### config.mk
export PLATFORM = sky130hd
export DESIGN_NAME = payload_signature_matcher_flat
export DESIGN_NICKNAME = d
export VERILOG_FILES = /design/src/hdl/psm_pkg.sv /design/src/hdl/psm_stream_if.sv /design/src/hdl/psm_cell.sv /design/src/hdl/payload_signature_matcher.sv /design/src/flat_wrapper.sv
export VERILOG_INCLUDE_DIRS = /design/src /design/src/hdl
export SDC_FILE = /design/constraint.sdc
export NUM_CORES = 1
export LEC_CHECK = 0
export ABC_AREA = 1
export ABC_CLOCK_PERIOD_IN_PS = 2300
export BUFFER_PORTS_ARGS = -buffer_cell sky130_fd_sc_hd__clkbuf_2
export CAP_MARGIN = 20
export CORE_ASPECT_RATIO = 0.5
export CORE_MARGIN = 10
export CORE_UTILIZATION = 45
export CTS_BUF_LIST = sky130_fd_sc_hd__clkbuf_16
export DETAILED_ROUTE_END_ITERATION = 16
export HOLD_SLACK_MARGIN = 0.03
export SYNTH_ARGS = -nofsm -noshare
export SYNTH_HDL_FRONTEND = slang
export SYNTH_SLANG_ARGS = --single-unit
export TNS_END_PERCENT = 5
### constraint.sdc
create_clock -name clk -period 2.3 [get_ports clk]
set_input_delay 0.345 -clock clk [delete_from_list [all_inputs] [get_ports clk]]
set_output_delay 0.345 -clock clk [all_outputs]
set_load 0.005 [all_outputs]
### src/hdl/payload_signature_matcher_macros.svh
// Assertion macros for the signature matcher RTL.
`ifndef PAYLOAD_SIGNATURE_MATCHER_MACROS_SVH
`define PAYLOAD_SIGNATURE_MATCHER_MACROS_SVH

`ifndef SYNTHESIS
// Check a property on every clock edge outside reset.
`define PSM_ASSERT(name, prop) \
  name: assert property (@(posedge clk) disable iff (!rst_n) prop) \
    else $error("psm: assertion failed");
// Check that a condition is followed by an expected value in the next cycle.
`define PSM_ASSERT_NEXT(name, cond, expct) \
  name: assert property (@(posedge clk) disable iff (!rst_n) (cond) |=> (expct)) \
    else $error("psm: assertion failed");
`else
`define PSM_ASSERT(name, prop)
`define PSM_ASSERT_NEXT(name, cond, expct)
`endif

`endif

### src/hdl/psm_pkg.sv
// Types, signature table and compare helpers for the signature matcher.
`default_nettype none

package psm_pkg;

  localparam int TABLE_SLOTS = 16;
  localparam int TEXT_MAX    = 16;
  localparam int LEN_BITS    = 5;
  localparam int INDEX_BITS  = 3;

  typedef logic [7:0]            psm_byte_t;
  typedef logic [LEN_BITS-1:0]   sig_len_t;
  typedef logic [8*TEXT_MAX-1:0] sig_text_t;

  typedef struct packed {
    psm_byte_t payload_byte;
    logic      byte_present;
    logic      last_byte;
  } psm_in_t;

  typedef struct packed {
    logic                  matched;
    logic [INDEX_BITS-1:0] signature_index;
  } psm_out_t;

  // Signature lengths; unused slots are empty and never match.
  localparam sig_len_t SIG_LEN [TABLE_SLOTS] = '{
    0: 5'd11, 1: 5'd12, 2: 5'd8, 3: 5'd6, 4: 5'd10, 5: 5'd7, 6: 5'd8,
    default: 5'd0
  };

  // Signature text, right-justified: the first character sits in the
  // highest used byte.
  localparam sig_text_t SIG_TEXT [TABLE_SLOTS] = '{
    0: "' OR '1'='1",
    1: "UNION SELECT",
    2: "<script>",
    3: "../../",
    4: "etc/passwd",
    5: "cmd.exe",
    6: "; whoami",
    default: '0
  };

  // A signature takes part only if it is non-empty and fits the window.
  function automatic logic sig_enabled(input int slot, input int win_len);
    int len;
    len = int'(SIG_LEN[slot]);
    return (len != 0) && (len <= win_len);
  endfunction

  // True when window position pos agrees with the signature aligned to end
  // at the newest byte, or lies in front of the signature.
  function automatic logic sig_pos_ok(input int slot, input int pos, input int win_len,
                                      input psm_byte_t b);
    int   len;
    int   k;
    logic ok;
    len = int'(SIG_LEN[slot]);
    k   = pos - (win_len - len);
    ok  = 1'b1;
    if (k >= 0 && k < len) begin
      ok = (b == SIG_TEXT[slot][8*(len-1-k) +: 8]);
    end
    return ok;
  endfunction

endpackage

`default_nettype wire

### src/hdl/psm_stream_if.sv
// Valid/ready stream channel carrying one typed payload.
`default_nettype none

interface psm_stream_if #(
  parameter type T = logic
);
  logic valid;
  logic ready;
  T     data;

  modport source (output valid, output data, input ready);
  modport sink   (input valid, input data, output ready);
endinterface

`default_nettype wire

### src/hdl/psm_cell.sv
// One window cell: holds a history byte and compares it with every signature.
`default_nettype none

module psm_cell
  import psm_pkg::*;
#(
  parameter int POS     = 0,
  parameter int WIN_LEN = 12,
  parameter int NUM_SIG = 7
) (
  input  logic               clk,
  input  logic               shift_en,
  input  psm_byte_t          byte_in,
  output psm_byte_t          byte_out,
  output logic [NUM_SIG-1:0] pos_ok
);

  psm_byte_t byte_r;

  // Advance the window by one byte when a byte is scanned.
  always_ff @(posedge clk) begin
    if (shift_en) begin
      byte_r <= byte_in;
    end
  end

  always_comb begin
    for (int i = 0; i < NUM_SIG; i++) begin
      pos_ok[i] = sig_pos_ok(i, POS, WIN_LEN, byte_r);
    end
  end

  assign byte_out = byte_r;

endmodule

`default_nettype wire

### src/hdl/payload_signature_matcher.sv
// Every cell and the mask update together when a request's byte is scanned.
// Throughput: one request per cycle while ready is high.
// A finished result waits in the output register; one skid slot lets the next
// payload's final request through, and ready drops only while that slot is full.
// Reset (synchronous, active low) empties the output side, the byte count and the mask.
`default_nettype none

module payload_signature_matcher
  import psm_pkg::*;
#(
  parameter int NUM_SIGNATURES  = 7,
  parameter int MAX_PATTERN_LEN = 12
) (
  input  logic          clk,
  input  logic          rst_n,
  psm_stream_if.sink    in_stream,
  psm_stream_if.source  out_stream
);

`include "payload_signature_matcher_macros.svh"

  localparam int HIST_LEN = MAX_PATTERN_LEN - 1;
  localparam int CNT_BITS = $clog2(MAX_PATTERN_LEN + 1);

  // ---------------------------------------------------------------------------
  // Input request decode
  // ---------------------------------------------------------------------------
  psm_in_t item;
  logic    in_ready;
  logic    in_acc;
  logic    scan;
  logic    close;

  assign item   = in_stream.data;
  assign in_acc = in_stream.valid && in_ready;
  // Only a real byte advances the window; an item without a byte and without
  // the last flag does nothing at all.
  assign scan   = in_acc && item.byte_present;
  assign close  = in_acc && item.last_byte;

  // ---------------------------------------------------------------------------
  // Window: a row of cells holds the older bytes, the newest byte is the
  // incoming request itself. Window position HIST_LEN is the newest byte.
  // ---------------------------------------------------------------------------
  psm_byte_t                 cell_byte [HIST_LEN];
  logic [NUM_SIGNATURES-1:0] cell_ok   [HIST_LEN];

  for (genvar p = 0; p < HIST_LEN; p++) begin : g_cell
    psm_byte_t feed;
    if (p == HIST_LEN - 1) begin : g_head
      assign feed = item.payload_byte;
    end else begin : g_body
      assign feed = cell_byte[p+1];
    end

    psm_cell #(
      .POS     (p),
      .WIN_LEN (MAX_PATTERN_LEN),
      .NUM_SIG (NUM_SIGNATURES)
    ) u_cell (
      .clk      (clk),
      .shift_en (scan),
      .byte_in  (feed),
      .byte_out (cell_byte[p]),
      .pos_ok   (cell_ok[p])
    );
  end

  // ---------------------------------------------------------------------------
  // Byte count and match detection
  // ---------------------------------------------------------------------------
  logic [CNT_BITS-1:0]       bytes_seen_r;
  logic [CNT_BITS-1:0]       bytes_seen_nxt;
  logic [CNT_BITS-1:0]       seen_inc;
  logic [NUM_SIGNATURES-1:0] found_mask_r;
  logic [NUM_SIGNATURES-1:0] found_mask_nxt;
  logic [NUM_SIGNATURES-1:0] hit;
  logic [NUM_SIGNATURES-1:0] mask_cur;

  // Count saturates at the window length: enough to qualify every signature.
  assign seen_inc = (bytes_seen_r < CNT_BITS'(MAX_PATTERN_LEN)) ?
                    bytes_seen_r + CNT_BITS'(1) : bytes_seen_r;

  always_comb begin
    for (int i = 0; i < NUM_SIGNATURES; i++) begin
      // A signature counts only once the payload holds at least its length,
      // so bytes of an earlier payload never take part.
      hit[i] = sig_enabled(i, MAX_PATTERN_LEN) &&
               (int'(SIG_LEN[i]) <= int'(seen_inc)) &&
               sig_pos_ok(i, HIST_LEN, MAX_PATTERN_LEN, item.payload_byte);
      for (int p = 0; p < HIST_LEN; p++) begin
        hit[i] = hit[i] && cell_ok[p][i];
      end
    end
  end

  // Mask as it stands once this request's byte is scanned.
  assign mask_cur = scan ? (found_mask_r | hit) : found_mask_r;

  always_comb begin
    bytes_seen_nxt = bytes_seen_r;
    found_mask_nxt = found_mask_r;
    if (close) begin
      // Drop all payload state: the next payload starts clean.
      bytes_seen_nxt = '0;
      found_mask_nxt = '0;
    end else if (scan) begin
      bytes_seen_nxt = seen_inc;
      found_mask_nxt = mask_cur;
    end
  end

  always_ff @(posedge clk) begin
    if (!rst_n) begin
      bytes_seen_r <= '0;
      found_mask_r <= '0;
    end else begin
      bytes_seen_r <= bytes_seen_nxt;
      found_mask_r <= found_mask_nxt;
    end
  end

  // ---------------------------------------------------------------------------
  // Result: table priority, lowest index wins; index keeps its low bits.
  // ---------------------------------------------------------------------------
  psm_out_t res;

  always_comb begin
    res.matched         = |mask_cur;
    res.signature_index = '0;
    for (int i = NUM_SIGNATURES - 1; i >= 0; i--) begin
      if (mask_cur[i]) begin
        res.signature_index = INDEX_BITS'(i);
      end
    end
  end

  // ---------------------------------------------------------------------------
  // Output register plus one skid slot
  // ---------------------------------------------------------------------------
  logic     out_valid_r;
  logic     out_valid_nxt;
  psm_out_t out_data_r;
  psm_out_t out_data_nxt;
  logic     skid_valid_r;
  logic     skid_valid_nxt;
  psm_out_t skid_data_r;
  psm_out_t skid_data_nxt;
  logic     out_free;

  // Ready comes from a register: the skid slot absorbs the one result that
  // may arrive while the output is stalled.
  assign in_ready = !skid_valid_r;
  assign out_free = !out_valid_r || out_stream.ready;

  always_comb begin
    out_valid_nxt  = out_valid_r;
    out_data_nxt   = out_data_r;
    skid_valid_nxt = skid_valid_r;
    skid_data_nxt  = skid_data_r;
    if (out_free) begin
      if (skid_valid_r) begin
        // Advance the waiting result; no new request is taken this cycle.
        out_valid_nxt  = 1'b1;
        out_data_nxt   = skid_data_r;
        skid_valid_nxt = 1'b0;
      end else begin
        out_valid_nxt = close;
        out_data_nxt  = res;
      end
    end else if (close) begin
      // Hold the new result aside while the output is stalled.
      skid_valid_nxt = 1'b1;
      skid_data_nxt  = res;
    end
  end

  always_ff @(posedge clk) begin
    if (!rst_n) begin
      out_valid_r  <= 1'b0;
      skid_valid_r <= 1'b0;
    end else begin
      out_valid_r  <= out_valid_nxt;
      skid_valid_r <= skid_valid_nxt;
    end
  end

  always_ff @(posedge clk) begin
    out_data_r  <= out_data_nxt;
    skid_data_r <= skid_data_nxt;
  end

  assign in_stream.ready  = in_ready;
  assign out_stream.valid = out_valid_r;
  assign out_stream.data  = out_data_r;

  // ---------------------------------------------------------------------------
  // Assertions
  // ---------------------------------------------------------------------------
  `PSM_ASSERT(a_skid_behind_out, skid_valid_r |-> out_valid_r)
  `PSM_ASSERT(a_count_saturates, bytes_seen_r <= CNT_BITS'(MAX_PATTERN_LEN))
  `PSM_ASSERT_NEXT(a_close_clears, close, bytes_seen_r == '0 && found_mask_r == '0)
  `PSM_ASSERT(a_no_match_index, (out_valid_r && !out_data_r.matched) |-> out_data_r.signature_index == '0)

endmodule

`default_nettype wire

### src/flat_wrapper.sv
// flat-port wrapper written by rule: the top's interface ports become plain ports
module payload_signature_matcher_flat import psm_pkg::*;
#(
  parameter int NUM_SIGNATURES  = 7,
  parameter int MAX_PATTERN_LEN = 12
)
  (clk, rst_n, in_stream_valid, in_stream_data, in_stream_ready, out_stream_valid, out_stream_data, out_stream_ready);
  psm_stream_if #(.T(psm_in_t)) in_stream_i ();
  psm_stream_if #(.T(psm_out_t)) out_stream_i ();
  input  logic clk;
  input  logic rst_n;
  input wire logic [$bits(in_stream_i.valid)-1:0] in_stream_valid;
  input wire logic [$bits(in_stream_i.data)-1:0] in_stream_data;
  output wire logic [$bits(in_stream_i.ready)-1:0] in_stream_ready;
  output wire logic [$bits(out_stream_i.valid)-1:0] out_stream_valid;
  output wire logic [$bits(out_stream_i.data)-1:0] out_stream_data;
  input wire logic [$bits(out_stream_i.ready)-1:0] out_stream_ready;
  assign in_stream_i.valid = in_stream_valid;
  assign in_stream_i.data = in_stream_data;
  assign in_stream_ready = in_stream_i.ready;
  assign out_stream_valid = out_stream_i.valid;
  assign out_stream_data = out_stream_i.data;
  assign out_stream_i.ready = out_stream_ready;
  payload_signature_matcher #(.NUM_SIGNATURES(NUM_SIGNATURES), .MAX_PATTERN_LEN(MAX_PATTERN_LEN)) u_core (.clk(clk), .rst_n(rst_n), .in_stream(in_stream_i), .out_stream(out_stream_i));
endmodule
==> impl_summary.log, run 1 <==
INFO  metric cts_max_level = 3
INFO  metric grt_first_pass_wirelength = 18.4 mm
INFO  metric timing.final.hold_violations = 0
INFO  metric cts-root-buf = clkbuf_16
INFO  metric period_share = 90.2%
INFO  metric crit_path_top_delay_cell = dfxtp_1
INFO  metric final_core_utilization = 52.9%
INFO  metric fraction_of_the_mapped_netlist_area_in_compound_gates = 1.62%
INFO  metric core-area = 10400 sq um
INFO  metric path_common_cell = nand2_1
INFO  metric final-setup-viol-count = 0
INFO  metric final_net_count = 568
INFO  metric switching_power = 942 uW
INFO  metric sink_count_of_the_clock_tree = 109
INFO  metric path_clk_slew = 80 ps
INFO  metric most_common_library_cell_in_the_layout_ignoring_fill_and_taps = nor2_1
INFO  metric synth-adder-area-share = 0.256%
INFO  metric fillers = 939
INFO  metric ys_seq_elements = 109
INFO  metric muxShareOfSynthArea = 0%
INFO  metric largest_net_degree_at_the_start_of_global_routing = 59
INFO  metric post-route-drc-count = 0
INFO  metric cell_internal_pwr = 3.05 mW
INFO  metric clock.fmax = 482 MHz
INFO  metric rr_worst_depth = 13
INFO  metric seq_area_frac_synth = 64.4%
INFO  metric grt_antenna_before_repair = 0
INFO  metric hold_buf_count_cts = 0
INFO  metric fp.dieH = 93.6 um
INFO  metric post-layout-total-power = 3.99 mW
INFO  metric synthesis.nets = 533
INFO  metric power_frac_clock = 38.4%
INFO  metric run_status = completed
INFO  metric period_needed = 2070 ps
INFO  metric die_area = 15700 sq um
INFO  metric startpoint_type = flip-flop
INFO  metric die_x = 167 um
INFO  metric reported_max_cap_violation_count = 0
INFO  metric post_synth_and_or_nand_nor_area_fraction = 27.5%
INFO  metric tightestPinTransition = 688 ps
INFO  metric fin_worst_skew = 6.79 ps
INFO  metric place_ws = 123 ps
INFO  metric cts_tree = yes
INFO  metric synth_top_family_by_area = simple AND/OR/NAND/NOR gates
INFO  metric finalWorstSetupSlack = 225 ps
INFO  metric holdPathStages = 1
INFO  metric vdd.ir_drop.worst = 0.350 mV
INFO  metric worstPathArrival = 2190 ps
INFO  metric finish.instance_area = 5490 sq um
INFO  metric timing.slew.headroom = 54.1%
INFO  metric gp_congestion = 1.02
INFO  metric drt_wl_total = 11.6 mm
INFO  metric drtIter0Drc = 409
INFO  metric clock_latency = 350 ps
INFO  metric syn_inst = 518
INFO  metric r2r_path_end = u_core.out_stream.data[0]
INFO  metric worst-setup-path-type = flip-flop to flip-flop
INFO  metric max_incr_delay_on_cp = 390 ps
INFO  metric post_synth.cell_area_avg = 9.42 sq um
INFO  metric rows = 26
INFO  metric pwr_density = 727 nW/um^2
INFO  metric floorplan.io_pins = 20
INFO  metric crit_path_cells = inv_2, nand2_2, nor2_4, buf_4, nand3_1, nor2_1, nand2_1, o21bai_1, inv_1, nand2_1, nand2_1, nand3_1, nand2_1
INFO  metric routedWlPerCell = 16.6 um
INFO  metric synth_xor_xnor_area_share = 0.180%
INFO  metric layout.cells.most_common_list = 119 x nor2_1, 114 x nand2_1, 96 x edfxtp_1
INFO  metric detailed_place_hpwl = 8.90 mm
INFO  metric max_slew_violation_count = 0
INFO  metric r2r-start = u_core.skid_valid_r
INFO  metric setup_repair_after_global_routing_missed_its_margin = yes
INFO  metric final_layout_size_suffix_gt1_share = 9.50%
INFO  metric netlist-cell-type-count = 25
INFO  metric critical_path_peak_fanout = 7
INFO  metric detail_route.vias_per_cell = 5.10
INFO  metric drtAntennaViolNets = 0
INFO  metric via_count_of_the_first_global_routing_pass = 3389
INFO  metric yosysWarningCount = 0
INFO  metric port-buffer-count = 19
INFO  metric dr_total_vias = 3561
INFO  metric static-leakage-power = 2.12 nW
INFO  metric setup.reg_to_reg.worst_slack = 230 ps
INFO  metric number_of_buffers_on_the_longest_clock_path = 2
INFO  metric power.share.combinational = 4.4%
INFO  metric post_dp_cell_area = 5170 sq um
INFO  metric critical_path.endpoint_type = flip-flop
INFO  metric grt_usage = 15.0%
INFO  metric power.sequential.fraction = 57.2%
INFO  metric worstHoldStart = in_stream_data[8]
INFO  metric diode_count = 0
INFO  metric synth.cell_area = 4880 sq um
INFO  metric detail_route.first_pass.iterations = 5
INFO  metric worst_ep_required_time = 2410 ps
INFO  metric grt_remaining_overflow = 0
INFO  metric cts_made_buffers = 9
INFO  metric p_sw_share = 23.6%
INFO  metric hold_path_end = u_core.g_cell[10].u_cell.byte_out[6]
INFO  metric area_growth = 12.5%
INFO  metric type_of_the_worst_min_delay_path = input pin to flip-flop
INFO  metric floorplan.initialDensity = 47.0%
[stage by stage]
| stage | cells | setup TNS, ps | hold slack [ps] |
|---|---|---|---|
| floorplan | 518 | 0 | 426 |
| global placement | 680 | 0 | 433 |
| detailed placement | 680 | 0 | 435 |
| CTS | 696 | 0 | 199 |
| global route | 698 | -23.5 | 204 |
| finish | 698 | 0 | 203 |
[per-layer routing]
layer | up-vias | share of wire, % | global-route usage, %
met5 | - | 0 | 0
met1 | 1642 | 50 | 22.4
met2 | 139 | 40 | 20.8
li1 | 1762 | - | -
met4 | 0 | 1.3 | 4.25
met3 | 18 | 9.2 | 3.84
[critical path: cells and delay by family (launching register included)]
family	cells	cell delay (ps)
buf+inv	3	420
compound gates	1	200
flops	1	390
simple gates	9	830
[repair_timing]
action                                  in CTS  in global routing
resized for setup                            0                  2
endpoints found under the setup margin       0                  6
setup buffers                                0                  2
endpoints found under the hold margin        0                  0
[flip-flops by register name, indices dropped and copies added, names as in the netlist]
| name | count |
|---|---|
| u_core.out_stream.data | 4 |
| u_core.skid_valid_r | 1 |
| u_core.skid_data_r | 4 |
| u_core.found_mask_r | 7 |
| u_core.g_cell.u_cell.byte_out | 88 |
| u_core.bytes_seen_r | 4 |
| u_core.out_stream.valid | 1 |
[cell families (layout without fill, tap and decap cells)]
| logic type | after synthesis | after routing |
|---|---|---|
| XOR/XNOR | 1 | 1 |
| adder cells (fa/ha/maj) | 1 | 1 |
| buffers and inverters | 76 | 116 |
| AO/OA/AOI/OAI | 14 | 14 |
| AND/OR/NAND/NOR | 317 | 317 |
| flip-flops | 109 | 109 |
[power groups by stage]
stage,registers (mW),logic [mW],clock network [mW]
finish,2.28,0.174,1.53
detailed placement,2.33,0.169,0
CTS,2.28,0.171,1.57
global placement,2.33,0.170,0
floorplan,2.31,0.106,0
global route,2.29,0.196,1.65
[worst max-delay path by stage]
stage               depth (start not counted)              startpoint                   endpoint
finish                                     13     u_core.skid_valid_r  u_core.out_stream.data[0]
global route                               14  u_core.bytes_seen_r[0]  u_core.out_stream.data[3]
CTS                                        12     u_core.skid_valid_r  u_core.out_stream.data[2]
detailed placement                         12     u_core.skid_valid_r  u_core.out_stream.data[2]
global placement                           12     u_core.skid_valid_r  u_core.out_stream.data[2]
floorplan                                  13     u_core.skid_valid_r  u_core.out_stream.data[0]
[cells in the mapped netlist]
| cell | instances | share of area [%] |
|---|---|---|
| a21oi_1 | 6 | 0.62 |
| o21ai_0 | 4 | 0.41 |
| edfxtp_1 | 96 | 59 |
| o21ai_1 | 2 | 0.21 |
| buf_6 | 1 | 0.23 |
| ha_1 | 1 | 0.26 |
| o21bai_1 | 1 | 0.15 |
| and2_1 | 1 | 0.13 |
| nand3b_1 | 4 | 0.62 |
| xor2_1 | 1 | 0.18 |
| nor2_4 | 1 | 0.23 |
| nor2_1 | 121 | 9.3 |
| nand2_2 | 2 | 0.26 |
| nor4_1 | 1 | 0.13 |
| dfxtp_1 | 13 | 5.3 |
| nand2_1 | 114 | 8.8 |
| inv_2 | 2 | 0.15 |
| nand4_1 | 14 | 1.8 |
| or2_2 | 3 | 0.38 |
| nand3_1 | 36 | 3.7 |
| o21bai_2 | 1 | 0.23 |
| nor3b_1 | 1 | 0.15 |
| nor3_1 | 18 | 1.8 |
| inv_1 | 73 | 5.6 |
| nand3_2 | 1 | 0.21 |
[final cells by class]
cell class                 count  area (sq um)  area share (%)
multi-input combinational    333          1450            26.4
timing repair buffer          25           140            2.55
clock buffer                   9           225            4.10
inverter                      75           282            5.13
sequential                   109          3140            57.2
tap                          140           175            3.19
clock inverter                 7          77.6            1.41
No activity file was read; power rests on OpenSTA's default activity.
==> inputs of run 2 (changes only) <==
--- a/config.mk
+++ b/config.mk
@@ -7,7 +7,7 @@
 export NUM_CORES = 1
 export LEC_CHECK = 0
 export ABC_AREA = 1
-export ABC_CLOCK_PERIOD_IN_PS = 2300
+export ABC_CLOCK_PERIOD_IN_PS = 1700
 export BUFFER_PORTS_ARGS = -buffer_cell sky130_fd_sc_hd__clkbuf_2
 export CAP_MARGIN = 20
 export CORE_ASPECT_RATIO = 0.5
==> constraint.sdc (replaced) <==
create_clock -name clk -period 1.7 [get_ports clk]
set_input_delay 0.255 -clock clk [delete_from_list [all_inputs] [get_ports clk]]
set_output_delay 0.255 -clock clk [all_outputs]
set_load 0.005 [all_outputs]
==> run 2 against run 1 <==
The flow now finishes with violations (setup timing); final area is 19% higher; sequential share of layout area is 9.1 points lower; total power is 39% higher; critical endpoint unchanged.
==> impl_summary.log, run 2 (same netlist as run 1, synthesis figures left out) <==
INFO  metric max_incr_delay_on_cp = 430 ps
INFO  metric drtAntennaViolNets = 0
INFO  metric floorplan.io_pins = 20
INFO  metric switching_power = 1.33 mW
INFO  metric detail_route.first_pass.iterations = 5
INFO  metric hold_ws = 106 ps
INFO  metric detail_route.vias_per_cell = 5.07
INFO  metric most_common_library_cell_in_the_layout_ignoring_fill_and_taps = buf_4
INFO  metric power.share.combinational = 7.3%
INFO  metric static-leakage-power = 2.70 nW
INFO  metric core-area = 10400 sq um
INFO  metric finish.instance_area = 6540 sq um
INFO  metric timing.final.hold_violations = 0
INFO  metric period_needed = 1980 ps
INFO  metric cell_internal_pwr = 4.22 mW
INFO  metric routedWlPerCell = 16.2 um
INFO  metric die_x = 167 um
INFO  metric final_layout_size_suffix_gt1_share = 31.2%
INFO  metric hold_buf_count_cts = 0
INFO  metric run_status = finished with violations
INFO  metric setup.reg_to_reg.worst_slack = -280 ps
INFO  metric cts_max_level = 3
INFO  metric clock_latency = 350 ps
INFO  metric grt_antenna_before_repair = 0
INFO  metric post-route-drc-count = 0
INFO  metric final-setup-viol-count = 11
INFO  metric critical_path_peak_fanout = 2
INFO  metric largest_net_degree_at_the_start_of_global_routing = 50
INFO  metric final_net_count = 686
INFO  metric timing.slew.headroom = 60.3%
INFO  metric reported_max_cap_violation_count = 0
INFO  metric worstPathArrival = 2090 ps
INFO  metric startpoint_type = flip-flop
INFO  metric path_common_cell = nand2_1
INFO  metric sink_count_of_the_clock_tree = 109
INFO  metric dr_total_vias = 4137
INFO  metric critical_path.endpoint_type = flip-flop
INFO  metric vdd.ir_drop.worst = 0.528 mV
INFO  metric gp_congestion = 0.999
INFO  metric fin_worst_skew = 8.58 ps
INFO  metric layout.cells.most_common_list = 123 x buf_4, 110 x nand2_1, 96 x nor2_1, 96 x edfxtp_1, 71 x inv_1
INFO  metric detailed_place_hpwl = 10.0 mm
INFO  metric critical_path.top_delay_family = simple AND/OR/NAND/NOR gates
INFO  metric setup_repair_after_global_routing_missed_its_margin = yes
INFO  metric port-buffer-count = 19
INFO  metric clock.fmax = 506 MHz
INFO  metric worst_ep_required_time = 1820 ps
INFO  metric drtIter0Drc = 403
INFO  metric max_slew_violation_count = 0
INFO  metric p_sw_share = 24.0%
INFO  metric drt_wl_total = 13.2 mm
INFO  metric pwr_density = 849 nW/um^2
INFO  metric floorplan.initialDensity = 47.0%
INFO  metric post_dp_cell_area = 5970 sq um
INFO  metric crit_path_cells = inv_2, nand4_1, nor2_4, nand3_2, nor2_1, nand2_1, o21bai_1, inv_1, nand2_2, nand2_1, nand3_1, nand2_1
INFO  metric grt_remaining_overflow = 0
INFO  metric holdPathStages = 1
INFO  metric rows = 26
INFO  metric finalWorstSetupSlack = -275 ps
INFO  metric grt_usage = 16.9%
INFO  metric path_clk_slew = 80 ps
INFO  metric power.sequential.fraction = 55.4%
INFO  metric diode_count = 0
INFO  metric rr_worst_depth = 12
INFO  metric cts-root-buf = clkbuf_16
INFO  metric failed_checks = setup timing
INFO  metric largest_register_ffs = 88
INFO  metric crit_path_top_delay_cell = edfxtp_1
INFO  metric period_share = 116%
INFO  metric critical_path.n_buffers_inverters = 2
INFO  metric grt_first_pass_wirelength = 20.5 mm
INFO  metric cts_made_buffers = 9
INFO  metric worstSetupPathDepth = 12
INFO  metric tightestPinTransition = 595 ps
INFO  metric power_frac_clock = 37.4%
INFO  metric worst-setup-path-type = flip-flop to flip-flop
INFO  metric number_of_buffers_on_the_longest_clock_path = 2
INFO  metric cts_tree = yes
INFO  metric post-layout-total-power = 5.55 mW
INFO  metric type_of_the_worst_min_delay_path = input pin to flip-flop
INFO  metric via_count_of_the_first_global_routing_pass = 3978
INFO  metric fp.dieH = 93.6 um
INFO  metric die_area = 15700 sq um
INFO  metric area_growth = 34.0%
==> run 2: changes by cell type in the layout (fill, tap and decap cells not counted), moves of 5 or more <==
| cell | before | now |
|---|---|---|
| nor2_1 | 119 | 96 |
| nor3_1 | 18 | 13 |
| nor2_2 | 2 | 21 |
| nor3_2 | 0 | 5 |
| buf_4 | 6 | 123 |
| nand3_1 | 36 | 31 |
==> run 2: what timing repair did <==
action,CTS,global route
setup endpoints to repair,10,15
pin swaps,11,13
gates cloned,0,0
gates resized for setup,28,20
buffers inserted,9,6
==> run 2: worst register-to-register path, delay by kind of cell, from the launching register on <==
family	cells	cell delay, ps
AO/OA/AOI/OAI	1	230
AND/OR/NAND/NOR	9	900
buffers and inverters	2	180
flip-flops	1	430
==> run 2: final timing paths <==
check,startpoint,end
min reg2reg,u_core.g_cell[3].u_cell.byte_out[7],u_core.g_cell[2].u_cell.byte_out[7]
min,in_stream_data[9],u_core.g_cell[10].u_cell.byte_out[7]
max reg2reg,u_core.g_cell[4].u_cell.byte_out[6],u_core.out_stream.data[0]
max,u_core.g_cell[4].u_cell.byte_out[6],u_core.out_stream.data[0]
==> run 2: power by group through the flow <==
stage	Combinational (mW)	Clock [mW]	Sequential [mW]
floorplan	0.148	0	3.12
detailed placement	0.371	0	3.13
finish	0.402	2.07	3.07
global route	0.441	2.18	3.08
global placement	0.367	0	3.13
CTS	0.390	2.11	3.07
==> run 2: routing by layer <==
layer	part of all wire (%)	global-route usage, %
met2	42	25.0
met5	0	0
met4	1.0	4.18
met3	9.5	5.56
met1	47	23.3
==> run 2: final cells by class <==
class                           instances  area, sq um
Clock inverter                          7         68.8
Clock buffer                            9          225
Timing Repair Buffer                  143         1030
Tap cell                              140          175
Inverter                               75          284
Multi-Input combinational cell        333         1610
Fill cell                             893         3840
Sequential cell                       109         3150
==> run 2: stage by stage <==
stage | setup TNS, ps | util (%) | setup slack (ps) | std cells
global placement | -1910 | 57.5 | -280 | 785
CTS | -1360 | 61.9 | -205 | 810
floorplan | -1040 | - | -196 | 518
global route | -4150 | 63.0 | -424 | 816
detailed placement | -1890 | 57.5 | -279 | 785
finish | -2070 | 63.0 | -275 | 816
